`src/hw/rtl/fsbp_pkg.sv`:
```
// Package for the funnel shift / byte permute / bit-field insert unit.
// Holds operation codes and operand widths; no dependencies.
package fsbp_pkg;

  // Operand and result widths
  localparam int unsigned WordW  = 64;
  localparam int unsigned HalfW  = 32;
  localparam int unsigned CountW = 32;
  localparam int unsigned FieldW = 8;

  // Operation select codes
  typedef enum logic [1:0] {
    FUNC_SHL  = 2'd0,
    FUNC_SHR  = 2'd1,
    FUNC_PRMT = 2'd2,
    FUNC_BFI  = 2'd3
  } func_e;

endpackage

```
`src/hw/rtl/fsbp_shift_perm.sv`:
```
// Funnel shift (left/right, wrap) and byte permute datapath.
// Combinational; depends on fsbp_pkg.
module fsbp_shift_perm (
  input  logic                        shift_left_i,
  input  logic [fsbp_pkg::HalfW-1:0]  low_i,
  input  logic [fsbp_pkg::HalfW-1:0]  high_i,
  input  logic [fsbp_pkg::CountW-1:0] count_or_selector_i,
  output logic [fsbp_pkg::HalfW-1:0]  shift_o,
  output logic [fsbp_pkg::HalfW-1:0]  perm_o
);
  import fsbp_pkg::*;

  logic [2*HalfW-1:0] pair;
  logic [2*HalfW-1:0] shl_pair;
  logic [2*HalfW-1:0] shr_pair;
  logic [4:0]         amount;

  assign pair   = {high_i, low_i};
  assign amount = count_or_selector_i[4:0];

  // Funnel shift: keep the upper half on a left shift, lower half on a right
  assign shl_pair = pair << amount;
  assign shr_pair = pair >> amount;
  assign shift_o  = shift_left_i ? shl_pair[2*HalfW-1:HalfW] : shr_pair[HalfW-1:0];

  // Byte permute: one selector nibble per result byte, bit 3 gives sign fill
  always_comb begin
    logic [3:0] nib;
    logic [7:0] pick;
    perm_o = '0;
    for (int lane = 0; lane < 4; lane++) begin
      nib  = count_or_selector_i[lane*4 +: 4];
      pick = pair[nib[2:0]*8 +: 8];
      if (nib[3]) begin
        pick = {8{pick[7]}};
      end
      perm_o[lane*8 +: 8] = pick;
    end
  end

endmodule

```
`src/hw/rtl/fsbp_insert.sv`:
```
// Bit-field insert datapath, 32- or 64-bit word, with field clamping.
// Combinational; depends on fsbp_pkg.
module fsbp_insert (
  input  logic                        wide_word_i,
  input  logic [fsbp_pkg::WordW-1:0]  operand_a_i,
  input  logic [fsbp_pkg::WordW-1:0]  operand_b_i,
  input  logic [fsbp_pkg::FieldW-1:0] field_position_i,
  input  logic [fsbp_pkg::FieldW-1:0] field_length_i,
  output logic [fsbp_pkg::WordW-1:0]  insert_o
);
  import fsbp_pkg::*;

  logic [WordW-1:0] word_mask;
  logic [WordW-1:0] lo_mask;
  logic [WordW-1:0] hi_mask;
  logic [WordW-1:0] field_mask;
  logic [WordW-1:0] a_shifted;
  logic [FieldW:0]  field_end;
  logic             pos_in_word;
  logic             do_insert;

  assign word_mask = wide_word_i ? {WordW{1'b1}} : {{HalfW{1'b0}}, {HalfW{1'b1}}};

  // Position must fall inside the selected word and length must be nonzero
  assign pos_in_word = wide_word_i ? (field_position_i < FieldW'(WordW))
                                   : (field_position_i < FieldW'(HalfW));
  assign do_insert   = pos_in_word && (field_length_i != '0);

  // Field mask: bits from position up to position+length, clamped to the word
  assign field_end  = {1'b0, field_position_i} + {1'b0, field_length_i};
  assign lo_mask    = {WordW{1'b1}} << field_position_i[5:0];
  assign hi_mask    = (field_end >= (FieldW+1)'(WordW)) ? {WordW{1'b1}}
                                                        : ~({WordW{1'b1}} << field_end[5:0]);
  assign field_mask = lo_mask & hi_mask & word_mask;
  assign a_shifted  = operand_a_i << field_position_i[5:0];

  assign insert_o = do_insert
                  ? (((operand_b_i & ~field_mask) | (a_shifted & field_mask)) & word_mask)
                  : (operand_b_i & word_mask);

endmodule

```
`src/hw/rtl/funnel_shift_byte_permute_bitfield_unit_core.sv`:
```
// An accepted item passes through the input register and then the result register before result_valid_o rises.
// The input register and result register surround a single-pass datapath; busy_o stays
// low, so start is accepted whenever it is high, even before the last item is through.
// Reset (rst_ni, async active low) clears the valid flags; no result is pending after it.
// The receiver cannot stall: result_valid_o is high for exactly one cycle per item.
// Top level; depends on fsbp_pkg, fsbp_shift_perm, fsbp_insert.
module funnel_shift_byte_permute_bitfield_unit_core (
  input  logic                        clk_i,
  input  logic                        rst_ni,
  input  logic                        start_i,
  output logic                        busy_o,
  input  fsbp_pkg::func_e             func_i,
  input  logic                        wide_word_i,
  input  logic [fsbp_pkg::WordW-1:0]  operand_a_i,
  input  logic [fsbp_pkg::WordW-1:0]  operand_b_i,
  input  logic [fsbp_pkg::CountW-1:0] count_or_selector_i,
  input  logic [fsbp_pkg::FieldW-1:0] field_position_i,
  input  logic [fsbp_pkg::FieldW-1:0] field_length_i,
  output logic                        result_valid_o,
  output logic [fsbp_pkg::WordW-1:0]  result_word_o
);
  import fsbp_pkg::*;

  logic               accept;
  logic               in_vld_q;
  func_e              func_q;
  logic               wide_q;
  logic [WordW-1:0]   a_q;
  logic [WordW-1:0]   b_q;
  logic [CountW-1:0]  cs_q;
  logic [FieldW-1:0]  pos_q;
  logic [FieldW-1:0]  len_q;
  logic [HalfW-1:0]   shift_res;
  logic [HalfW-1:0]   perm_res;
  logic [WordW-1:0]   insert_res;
  logic [WordW-1:0]   result_d;
  logic               res_vld_q;
  logic [WordW-1:0]   result_q;

  // Never holds off an item
  assign busy_o = 1'b0;
  assign accept = start_i && !busy_o;

  // Input register: valid flag
  always_ff @(posedge clk_i or negedge rst_ni) begin
    if (!rst_ni) begin
      in_vld_q <= 1'b0;
    end else begin
      in_vld_q <= accept;
    end
  end

  // Input register: payload
  always_ff @(posedge clk_i) begin
    if (accept) begin
      func_q <= func_i;
      wide_q <= wide_word_i;
      a_q    <= operand_a_i;
      b_q    <= operand_b_i;
      cs_q   <= count_or_selector_i;
      pos_q  <= field_position_i;
      len_q  <= field_length_i;
    end
  end

  fsbp_shift_perm u_shift_perm (
    .shift_left_i        (func_q == FUNC_SHL),
    .low_i               (a_q[HalfW-1:0]),
    .high_i              (b_q[HalfW-1:0]),
    .count_or_selector_i (cs_q),
    .shift_o             (shift_res),
    .perm_o              (perm_res)
  );

  fsbp_insert u_insert (
    .wide_word_i      (wide_q),
    .operand_a_i      (a_q),
    .operand_b_i      (b_q),
    .field_position_i (pos_q),
    .field_length_i   (len_q),
    .insert_o         (insert_res)
  );

  // Operation select
  always_comb begin
    unique case (func_q) inside
      FUNC_SHL, FUNC_SHR: result_d = {{HalfW{1'b0}}, shift_res};
      FUNC_PRMT:          result_d = {{HalfW{1'b0}}, perm_res};
      FUNC_BFI:           result_d = insert_res;
      default:            result_d = insert_res;
    endcase
  end

  // Result register: strobe
  always_ff @(posedge clk_i or negedge rst_ni) begin
    if (!rst_ni) begin
      res_vld_q <= 1'b0;
    end else begin
      res_vld_q <= in_vld_q;
    end
  end

  // Result register: payload
  always_ff @(posedge clk_i) begin
    if (in_vld_q) begin
      result_q <= result_d;
    end
  end

  assign result_valid_o = res_vld_q;
  assign result_word_o  = result_q;

`ifndef SYNTHESIS
  // A result strobe only follows an item that the input register accepted
  a_strobe_follows_start: assert property (@(posedge clk_i) disable iff (!rst_ni)
    result_valid_o |-> $past(start_i, 2))
    else $error("result strobe without an accepted item");

  // Every accepted item yields a strobe once it has passed the result register
  a_start_gives_strobe: assert property (@(posedge clk_i) disable iff (!rst_ni)
    (start_i && !busy_o) |=> ##1 result_valid_o)
    else $error("accepted item produced no result");

  // 32-bit operations leave the upper half clear
  a_narrow_upper_zero: assert property (@(posedge clk_i) disable iff (!rst_ni)
    (result_valid_o && ($past(func_i, 2) != FUNC_BFI || !$past(wide_word_i, 2)))
    |-> (result_word_o[WordW-1:HalfW] == '0))
    else $error("upper half set on a 32-bit result");

  // 64-bit insert with zero length passes the base word through
  a_insert_zero_len: assert property (@(posedge clk_i) disable iff (!rst_ni)
    (result_valid_o && $past(func_i, 2) == FUNC_BFI && $past(wide_word_i, 2)
     && $past(field_length_i, 2) == '0)
    |-> (result_word_o == $past(operand_b_i, 2)))
    else $error("zero-length insert altered the base word");
`endif

endmodule

```
`config.mk`:
```
export PLATFORM = sky130hd
export DESIGN_NAME = funnel_shift_byte_permute_bitfield_unit_core
export DESIGN_NICKNAME = d
export VERILOG_FILES = /design/src/hw/rtl/fsbp_pkg.sv /design/src/hw/rtl/fsbp_shift_perm.sv /design/src/hw/rtl/fsbp_insert.sv /design/src/hw/rtl/funnel_shift_byte_permute_bitfield_unit_core.sv
export SDC_FILE = /design/constraint.sdc
export NUM_CORES = 1
export LEC_CHECK = 0
export BUFFER_PORTS_ARGS = -buffer_cell sky130_fd_sc_hd__buf_2
export CORE_MARGIN = 8
export CORE_UTILIZATION = 50
export DETAILED_ROUTE_END_ITERATION = 6
export PLACE_DENSITY = 0.7
export SYNTH_ARGS = -nofsm -noshare
export SYNTH_HDL_FRONTEND = slang
export SYNTH_SLANG_ARGS = --single-unit
export TNS_END_PERCENT = 100
```
`constraint.sdc`:
```
create_clock -name clk_i -period 3.9 [get_ports clk_i]
set_clock_uncertainty 0.05 [all_clocks]
set_input_delay 0.585 -clock clk_i [delete_from_list [all_inputs] [get_ports clk_i]]
set_output_delay 0.585 -clock clk_i [all_outputs]
set_load 0.02 [all_outputs]
```
== After elaboration in Yosys (flattened, before gate mapping) ==
Index checks and enable logic that the tools add are counted.

* Add/sub/neg operators: 1
* $lt $le $gt $ge: 3
* Equality and inequality tests: 2
* Shift-type cells: 9
* Muxes and demuxes: 10
* Bitwise operators: 9
* Reduce and logical (&&, ||, !) cells: 4

{| class="wikitable"
|+ Operators by type and width
! cell !! number
|-
| $and A64 B64 Y64 || 6
|-
| $shiftx A64 B7 Y8 || 4
|-
| $mux W64 || 3
|-
| $not A64 Y64 || 2
|-
| $pmux W64 S2 || 1
|-
| $shl A64 B6 Y64 const A || 2
|-
| $or A64 B64 Y64 || 1
|-
| $shl A64 B5 Y64 || 1
|-
| $shl A64 B6 Y64 || 1
|-
| $shr A64 B5 Y32 || 1
|-
| $mux W32 || 1
|-
| $mux W7 || 4
|-
| $add A8 B8 Y9 || 1
|-
| $ge A9 B7 Y1 const B || 1
|-
| $lt A8 B6 Y1 const B || 1
|-
| $lt A8 B7 Y1 const B || 1
|-
| $reduce_bool A8 Y1 || 1
|-
| $eq A2 B1 Y1 const B || 1
|-
| $eq A2 B2 Y1 const B || 1
|-
| $logic_not A2 Y1 || 1
|-
| $reduce_or A2 Y1 || 1
|-
| $logic_and A1 B1 Y1 || 1
|-
| $mux W1 || 1
|}

* Bits in registers: 229
* Input bits: 182
* Output and inout port bits: 66
* Word-level logic and storage cells: 48

== Logic depth before layout (Yosys ltp) ==
Gate-level depths: netlist of the first run.

* Depth in word-level cells: 12
* Depth in mapped cells: 13
* Depth with buffers taken out: 10

== Cells and area by module ==
A second synthesis of the first run with hierarchy kept.

* Cell total of the unflattened synthesis: 2,138
* Area, all modules: 24,315.8 sq um

{| class="wikitable"
|+ By module, submodules not included
! module !! times used !! cells an instance !! area an instance (sq um) !! sequential area each (sq um)
|-
| fsbp_shift_perm || 1 || 950 || 10,048.4 || 0.0
|-
| funnel_shift_byte_permute_bitfield_unit_core || 1 || 394 || 8,264.2 || 7,347.0
|-
| fsbp_insert || 1 || 794 || 6,003.3 || 0.0
|}

== Worst setup path after synthesis of the first run ==
Ideal clock, no wire load.

* Kind: reg2reg
* Start: register pos_q[1]
* End: register result_q[29], in the netlist result_word_o[29] (data pin)
* Library setup time: 0.272 ns
* Arrival: 3.246 ns
* Data required time: 3.578 ns
* Slack: 0.332 ns
* Stages on the path, launching flop included: 12
* Buffers on the path: 3
* Period minus slack after synthesis: 3.568 ns
* Cell sequence: edfxtp_1 -> inv_2 -> buf_2 -> buf_1 -> fa_1 -> nand2b_1 -> a21oi_1 -> xor2_1 -> clkbuf_1 -> nand2_1 -> and4_1 -> or4_1

* Cells in the longest elaborated chain, start to end: 12
* Elaborated cells on any way between the ends: 20
* Those cells by class: add/sub: 1; order compare: 3; shift: 3; mux: 4; bitwise: 8; reduce/logical: 1

{| class="wikitable"
|+ RTL lines
! what !! line !! text
|-
| start, declared || funnel_shift_byte_permute_bitfield_unit_core.sv:31 || <nowiki>logic [FieldW-1:0] pos_q;</nowiki>
|-
| start signal, assigned || funnel_shift_byte_permute_bitfield_unit_core.sv:61 || <nowiki>pos_q <= field_position_i;</nowiki>
|-
| $add A8 B8 Y9 || fsbp_insert.sv:30 || <nowiki>assign field_end = {1'b0, field_position_i} + {1'b0, field_length_i};</nowiki>
|-
| $shl A64 B6 Y64 || fsbp_insert.sv:33 || <nowiki>: ~({WordW{1'b1}} << field_end[5:0]);</nowiki>
|-
| $not A64 Y64 || fsbp_insert.sv:33 ||
|-
| $mux W64 || fsbp_insert.sv:32 || <nowiki>assign hi_mask = (field_end >= (FieldW+1)'(WordW)) ? {WordW{1'b1}}</nowiki>
|-
| $and A64 B64 Y64 (2 in a row) || fsbp_insert.sv:34 || <nowiki>assign field_mask = lo_mask & hi_mask & word_mask;</nowiki>
|-
| $not A64 Y64 || fsbp_insert.sv:38 || <nowiki>? (((operand_b_i & ~field_mask) | (a_shifted & field_mask)) & word_mask)</nowiki>
|-
| $and A64 B64 Y64 || fsbp_insert.sv:38 ||
|-
| $or A64 B64 Y64 || fsbp_insert.sv:38 ||
|-
| $and A64 B64 Y64 || fsbp_insert.sv:38 ||
|-
| $mux W64 (*) || fsbp_insert.sv:38 ||
|-
| $pmux W64 S2 (*) || funnel_shift_byte_permute_bitfield_unit_core.sv:86 || <nowiki>unique case (func_q) inside</nowiki>
|-
| via result_d[29] || funnel_shift_byte_permute_bitfield_unit_core.sv:36 || <nowiki>logic [WordW-1:0] result_d;</nowiki>
|-
| end signal, assigned || funnel_shift_byte_permute_bitfield_unit_core.sv:106 || <nowiki>result_q <= result_d;</nowiki>
|-
| end, declared || funnel_shift_byte_permute_bitfield_unit_core.sv:38 || <nowiki>logic [WordW-1:0] result_q;</nowiki>
|}

Mark *: on every way through the listed nets, which the timed path passes. The rest lies on a longest branch.
A chain may end at the register's enable or synchronous reset.

== Final worst setup path of the first run ==
* Start: register pos_q[0]
* End: register result_q[50], in the netlist result_word_o[50] (data pin)

Same word-level chain as after synthesis.

==> impl_metrics.ini, run 1 <==
[setup_path]
regToRegSetupSlack_ps = 120
crit_slowest_cell = a211oi_1
cp_cell_sequence = ha_1, inv_1, fa_1, nand2b_1, a21oi_1, xor2_2, buf_4, o21ai_0, a211oi_1, buf_4, mux2i_1, nor2_1
start_kind = register
worstPathRequired_ps = 4170
slowest_delay_ps = 480
cp-end-kind = register
path_class = reg -> reg
crit_buf_inv = 3
cp_top_family = compound AO/OA/AOI/OAI gates
cp_common_cell = buf_4
cp_max_fo = 23
critPathArrivalTime_ps = 4050

[grt]
groute.usage.overall = 0.3945
grt_overflow_total = 0
grt_antenna_before_repair = 9
grt_max_degree = 165
grt_pass1_vias = 19840
grt_pass1_wl_um = 146300

[sta]
max_freq_mhz = 264.9
finalCritPeriodShare = 0.9680
max_slew.worst_pin.slew_ps = 1099
setup_violations = 0
max-slew-margin-rel = 0.2595
rsz0062_at_grt = no
period_minus_slack_ps = 3775
final_max_slew_viol_count = 0
hold_violations = 0
tns_ps = 0

[floorplan]
die_w_um = 226.0
rows = 77
core_um2 = 43840
io_pins = 248
die_h_um = 226.0
initial_core_util = 0.5031
dieArea_um2 = 51090

[logic_synthesis]
synth_edf_count = 227
ys_warn_count = 0
synth_cell_types = 82
synth_ff_type = edfxtp_1
avgSynthCellArea_um2 = 10.71
synth-seq-cells = 229
seq_area_frac_synth = 0.3113
async_reset_ff_frac = 0.008734
syn-cell-area_um2 = 22050
synthCells = 2060
synth_fp_nets = 2251

[layout]
fin_nets = 2447
drive_gt1_frac = 0.3654
fillers = 3707
area_growth_pct = 14.52
fin_util = 0.5762

[detailed_routing]
drc_errors = 0
routed_wl_um = 103500
viasPerCell = 7.398
ant_nets = 0
first_pass_iters = 6
wl_per_cell_um = 36.06
vias = 21230
first_iter_violations = 3326

[clocking]
clock_path_buffers = 3
htree_levels = 1
cts_setup_buffers = 0
cts_sinks = 229
worst_skew_pair.late_latency_ps = 580
ctsRootBufferMaster = clkbuf_16
cts_buffers = 25
cts_tree = yes
path_clk_slew_ps = 70

[placement]
place_hpwl_um = 78430
portBuffers = 230
gp_congestion = 1.085

[power_and_ir_drop]
p_per_area_nw_per_um2 = 400.4
ir_drop_mv = 0.3778
p_leak_nw = 9.510

[hold_path]
min_path_type = in -> reg

[outcome]
status = completed

[flow_run]
maxCapViolCount = 0
[worst paths after layout]
path / from / end / depth (start not counted)
setup / recovery: pos_q[0] / result_word_o[50] / 12
hold / removal: operand_a_i[58] / a_q[58] / 1
setup reg to reg: pos_q[0] / result_word_o[50] / 12
hold reg to reg: b_q[59] / result_word_o[59] / 1
max in group asynchronous: rst_ni / in_vld_q / 2
min in group asynchronous: rst_ni / result_valid_o / 2
[placed cells by master (no fill, tap or decap), types with 6 or more instances in the layout]
cell,instances
a2111oi_0,11
a211o_1,9
a211oi_1,47
a21o_1,9
a21oi_1,83
a221o_1,7
a221oi_1,17
a22oi_1,8
a31o_2,6
a31oi_1,8
and2_1,11
and3_1,12
buf_12,12
buf_2,229
buf_4,172
clkbuf_16,25
edfxtp_1,227
ha_1,8
inv_1,17
mux2_2,131
mux2i_1,214
mux4_2,213
nand2_1,155
nand2b_1,9
nand3_1,21
nor2_1,196
nor2b_1,11
nor3_1,31
nor4_1,13
o211a_1,6
o211ai_1,32
o21ai_0,129
o221ai_1,14
o22ai_1,48
or2_2,13
[Yosys cell counts (4+ instances only)]
cell / count / share of area
o211a_1: 6 / 0.0027
nor4_1: 13 / 0.0037
buf_2: 59 / 0.013
and3_1: 12 / 0.0034
o31ai_1: 5 / 0.0017
o22ai_1: 48 / 0.014
nor2b_1: 11 / 0.0031
a21oi_1: 83 / 0.019
nand3_1: 21 / 0.0048
a22oi_1: 8 / 0.0027
o21a_1: 4 / 0.0014
and2_1: 11 / 0.0031
clkbuf_1: 155 / 0.026
nor3_1: 31 / 0.0070
mux2i_1: 214 / 0.097
edfxtp_1: 227 / 0.31
nor2_1: 197 / 0.034
ha_1: 8 / 0.0045
or4_1: 4 / 0.0014
o211ai_1: 32 / 0.011
a221oi_1: 17 / 0.0068
nand2_1: 155 / 0.026
mux4_2: 213 / 0.22
o221ai_1: 14 / 0.0056
inv_1: 18 / 0.0031
a31oi_1: 8 / 0.0023
nand2b_1: 9 / 0.0026
a2111oi_0: 12 / 0.0048
or2_2: 13 / 0.0037
a211o_1: 9 / 0.0036
mux2_2: 131 / 0.067
buf_4: 6 / 0.0020
a211oi_1: 47 / 0.016
a221o_1: 7 / 0.0032
or3_1: 4 / 0.0011
a21o_1: 9 / 0.0031
buf_1: 23 / 0.0039
o21ai_0: 129 / 0.029
a31o_2: 6 / 0.0024
o311a_1: 4 / 0.0018
[flip-flops by register name (all words and copies together), names as in the netlist]
signal	count
result_word_o	64
result_valid_o	1
len_q	8
func_q	2
wide_q	1
pos_q	8
in_vld_q	1
cs_q	16
b_q	64
a_q	64
[power by group]
part           internal [mW]  switching [mW]  leakage, nW
Clock                   1.24            1.07        0.377
Combinational           1.75            2.64         6.90
Sequential              2.99           0.429         2.23
[per-layer routing]
layer	global-route usage	share of wire	vias up
met5	0	0.00053	-
met4	0.1523	0.047	8
met3	0.1630	0.16	344
met2	0.5541	0.41	1900
met1	0.5372	0.38	10410
li1	-	-	8574
[layout make-up]
cell class | count | area [um2] | area share
Inverter | 23 | 86.33 | 0.003418
Antenna cell | 4 | 10.01 | 0.0003963
Timing Repair Buffer | 415 | 2699 | 0.1069
Clock buffer | 32 | 671.9 | 0.02660
Clock inverter | 13 | 105.1 | 0.004161
Tap cell | 592 | 740.7 | 0.02933
Sequential cell | 229 | 6868 | 0.2719
Multi-Input combinational cell | 1562 | 14080 | 0.5573
[through the flow]
step                      area [um2]  hold slack (ps)  instances  power, mW  setup slack (ps)
after floorplan                22050            239.4       2060      5.793             332.4
after global placement         24450            319.1       2820      7.578             179.1
after detailed placement       24450            324.2       2820      7.598             150.8
after CTS                      25240            112.9       2866      9.906             108.1
after global routing           25250            119.1       2866      10.33             26.88
final                          25260            127.7       2870      10.11             124.9
[logic make-up (layout without fill, tap and decap cells)]
kind of cell,Yosys count,in the layout,share of synthesized area
buf+inv,269,483,0.05117
other cells,1,5,0.0001700
simple gates,504,504,0.1025
compound gates,484,484,0.1452
mux,559,559,0.3822
flops,229,229,0.3113
fa+ha+maj,9,9,0.005446
xor+xnor,5,5,0.001986
[timing repair]
action	in CTS	in global routing
hold endpoints to repair	2	0
hold buffers	1	0
gates resized for setup	0	2
setup endpoints to repair	0	1
(Power assumes the default switching activity.)
==> run 2: changes to the inputs <==
Settings changed: CORE_UTILIZATION 50 to 30, PLACE_DENSITY 0.7 to default.
==> run 2 against run 1 <==
  * Global-route usage fell by 15 points
  * Sequential power shrank 1%
  * Core utilization decreased by 22 points
  * Non-clock buffer count increased by 17
  * Flip-flop and latch count stayed put
  * Clock power grew 11%
  * First-iteration DRC count shrank 17%
  * Fmax decreased by 2.3%
  * Largest power group unchanged
  * Highest routed layer unchanged
==> impl_metrics.ini, run 2 (same netlist as run 1, synthesis figures left out) <==
[power_and_ir_drop]
power_frac_seq = 0.324
ir_drop_mv = 0.3716
fin_total_pwr_mw = 10.42
p_leak_nw = 9.660
p_per_area_nw_per_um2 = 401.1
p_sw_mw = 4.186
comb_power_share = 0.430
p_int_mw = 6.234
clkPwrFrac = 0.246
switching_share = 0.4017

[layout]
layoutNonFillerInstCount = 3255
fin_nets = 2467
antenna_cells = 0
final_cell_mix = 229 x buf_2, 227 x edfxtp_1, 214 x mux2i_1
drive_gt1_frac = 0.3698
fin_util = 0.3566
mostFrequentLayoutCell = buf_2
area_growth_pct = 17.78

[grt]
grt_pass1_wl_um = 151300
groute.usage.overall = 0.2487
grt_pass1_vias = 20070
grt_antenna_before_repair = 7
grt_overflow_total = 0
grt_max_degree = 108

[setup_path]
r2r-start = pos_q[1]
cp-end-kind = register
slowest_delay_ps = 520
cp_cell_sequence = inv_2, fa_1, nand2b_1, a21oi_1, xor2_2, buf_4, o21ai_0, a211oi_2, mux2i_1, o21ai_0
worstPathRequired_ps = 4160
regToRegSetupSlack_ps = 40
crit_slowest_cell = edfxtp_1
path_class = reg -> reg
cp_common_cell = o21ai_0
cp_top_family = compound AO/OA/AOI/OAI gates
crit_buf_inv = 2
reg2regPathDepth = 10
timing.rr.end = result_word_o[18]
cp_max_fo = 18
start_kind = register
critPathArrivalTime_ps = 4120

[sta]
max_freq_mhz = 258.7
rsz0062_at_grt = no
tns_ps = 0
finalCritPeriodShare = 0.9910
max_slew.worst_pin.slew_ps = 1178
finalWorstSetupSlack_ps = 35.17
hold_violations = 0
max-slew-margin-rel = 0.2133
period_minus_slack_ps = 3865
final_max_slew_viol_count = 0
setup_violations = 0

[placement]
portBuffers = 230
place_hpwl_um = 83010
place_inst = 3204
gp_congestion = 1.031
pre_cts_ws_ps = 102.8

[floorplan]
initial_core_util = 0.3028
core_um2 = 72830
die_h_um = 287.1
rows = 99
io_pins = 248
dieArea_um2 = 82450
die_w_um = 287.1

[detailed_routing]
wl_per_cell_um = 32.98
vias = 20630
routed_wl_um = 107300
ant_nets = 0
viasPerCell = 6.339
first_pass_iters = 6
first_iter_violations = 2755
drc_errors = 0

[hold_path]
hp-start = operand_a_i[62]
hold_depth = 1
min_path_type = in -> reg
hold_path_end = a_q[62]

[clocking]
htree_levels = 1
path_clk_slew_ps = 70
cts_tree = yes
cts_sinks = 229
clock_path_buffers = 3
worst_skew_pair.late_latency_ps = 620
cts_setup_buffers = 0
ctsRootBufferMaster = clkbuf_16
cts_buffers = 28

[outcome]
status = completed

[flow_run]
maxCapViolCount = 0
## run 2: per-stage QoR
| stage | hold slack [ps] | cell area [um2] |
|---|---|---|
| after detailed placement | 321.8 | 25060 |
| after floorplan | 239.4 | 22050 |
| after global placement | 320.9 | 25060 |
| after global routing | 67.73 | 25980 |
| after CTS | 53.57 | 25970 |
| final | 86.61 | 25980 |
## run 2: final cells by class
| type | instances | area, um2 |
|---|---|---|
| multi-input cells | 1562 | 14080 |
| clock buffers | 31 | 711.9 |
| fillers | 7362 | 46860 |
| well taps | 959 | 1200 |
| repair buffers | 432 | 2839 |
| flip-flops and latches | 229 | 6868 |
| clock inverters | 19 | 187.7 |
| inverters | 23 | 86.33 |
## run 2: timing repair
action / 4_1_cts / 5_1_grt
hold buffers: 1 / 0
gates resized for setup: 0 / 3
setup endpoints to repair: 0 / 3
hold endpoints to repair: 2 / 0
## run 2: worst max path at each step
| stage | slack [ps] | cells after the start | from | to |
|---|---|---|---|---|
| floorplan | 330 | 11 | pos_q[1] | result_word_o[29] |
| global placement | -10 | 11 | pos_q[0] | result_word_o[18] |
| detailed placement | 100 | 11 | pos_q[0] | result_word_o[18] |
| CTS | 60 | 11 | pos_q[0] | result_word_o[18] |
| global route | 20 | 9 | pos_q[2] | result_word_o[56] |
| finish | 40 | 10 | pos_q[1] | result_word_o[18] |
## run 2: power groups by stage
stage                     clock [mW]  combinational [mW]  sequential [mW]
after floorplan                    0                2.54             3.25
after global placement             0                4.32             3.40
after detailed placement           0                4.31             3.41
after CTS                       2.64                4.33             3.36
after global routing            2.71                4.64             3.39
final                           2.56                4.49             3.37
## run 2: metal layers
layer,global-route usage,part of all wire
met5,0,0.00075
met4,0.07270,0.035
met3,0.07042,0.12
met2,0.3693,0.43
met1,0.3494,0.42
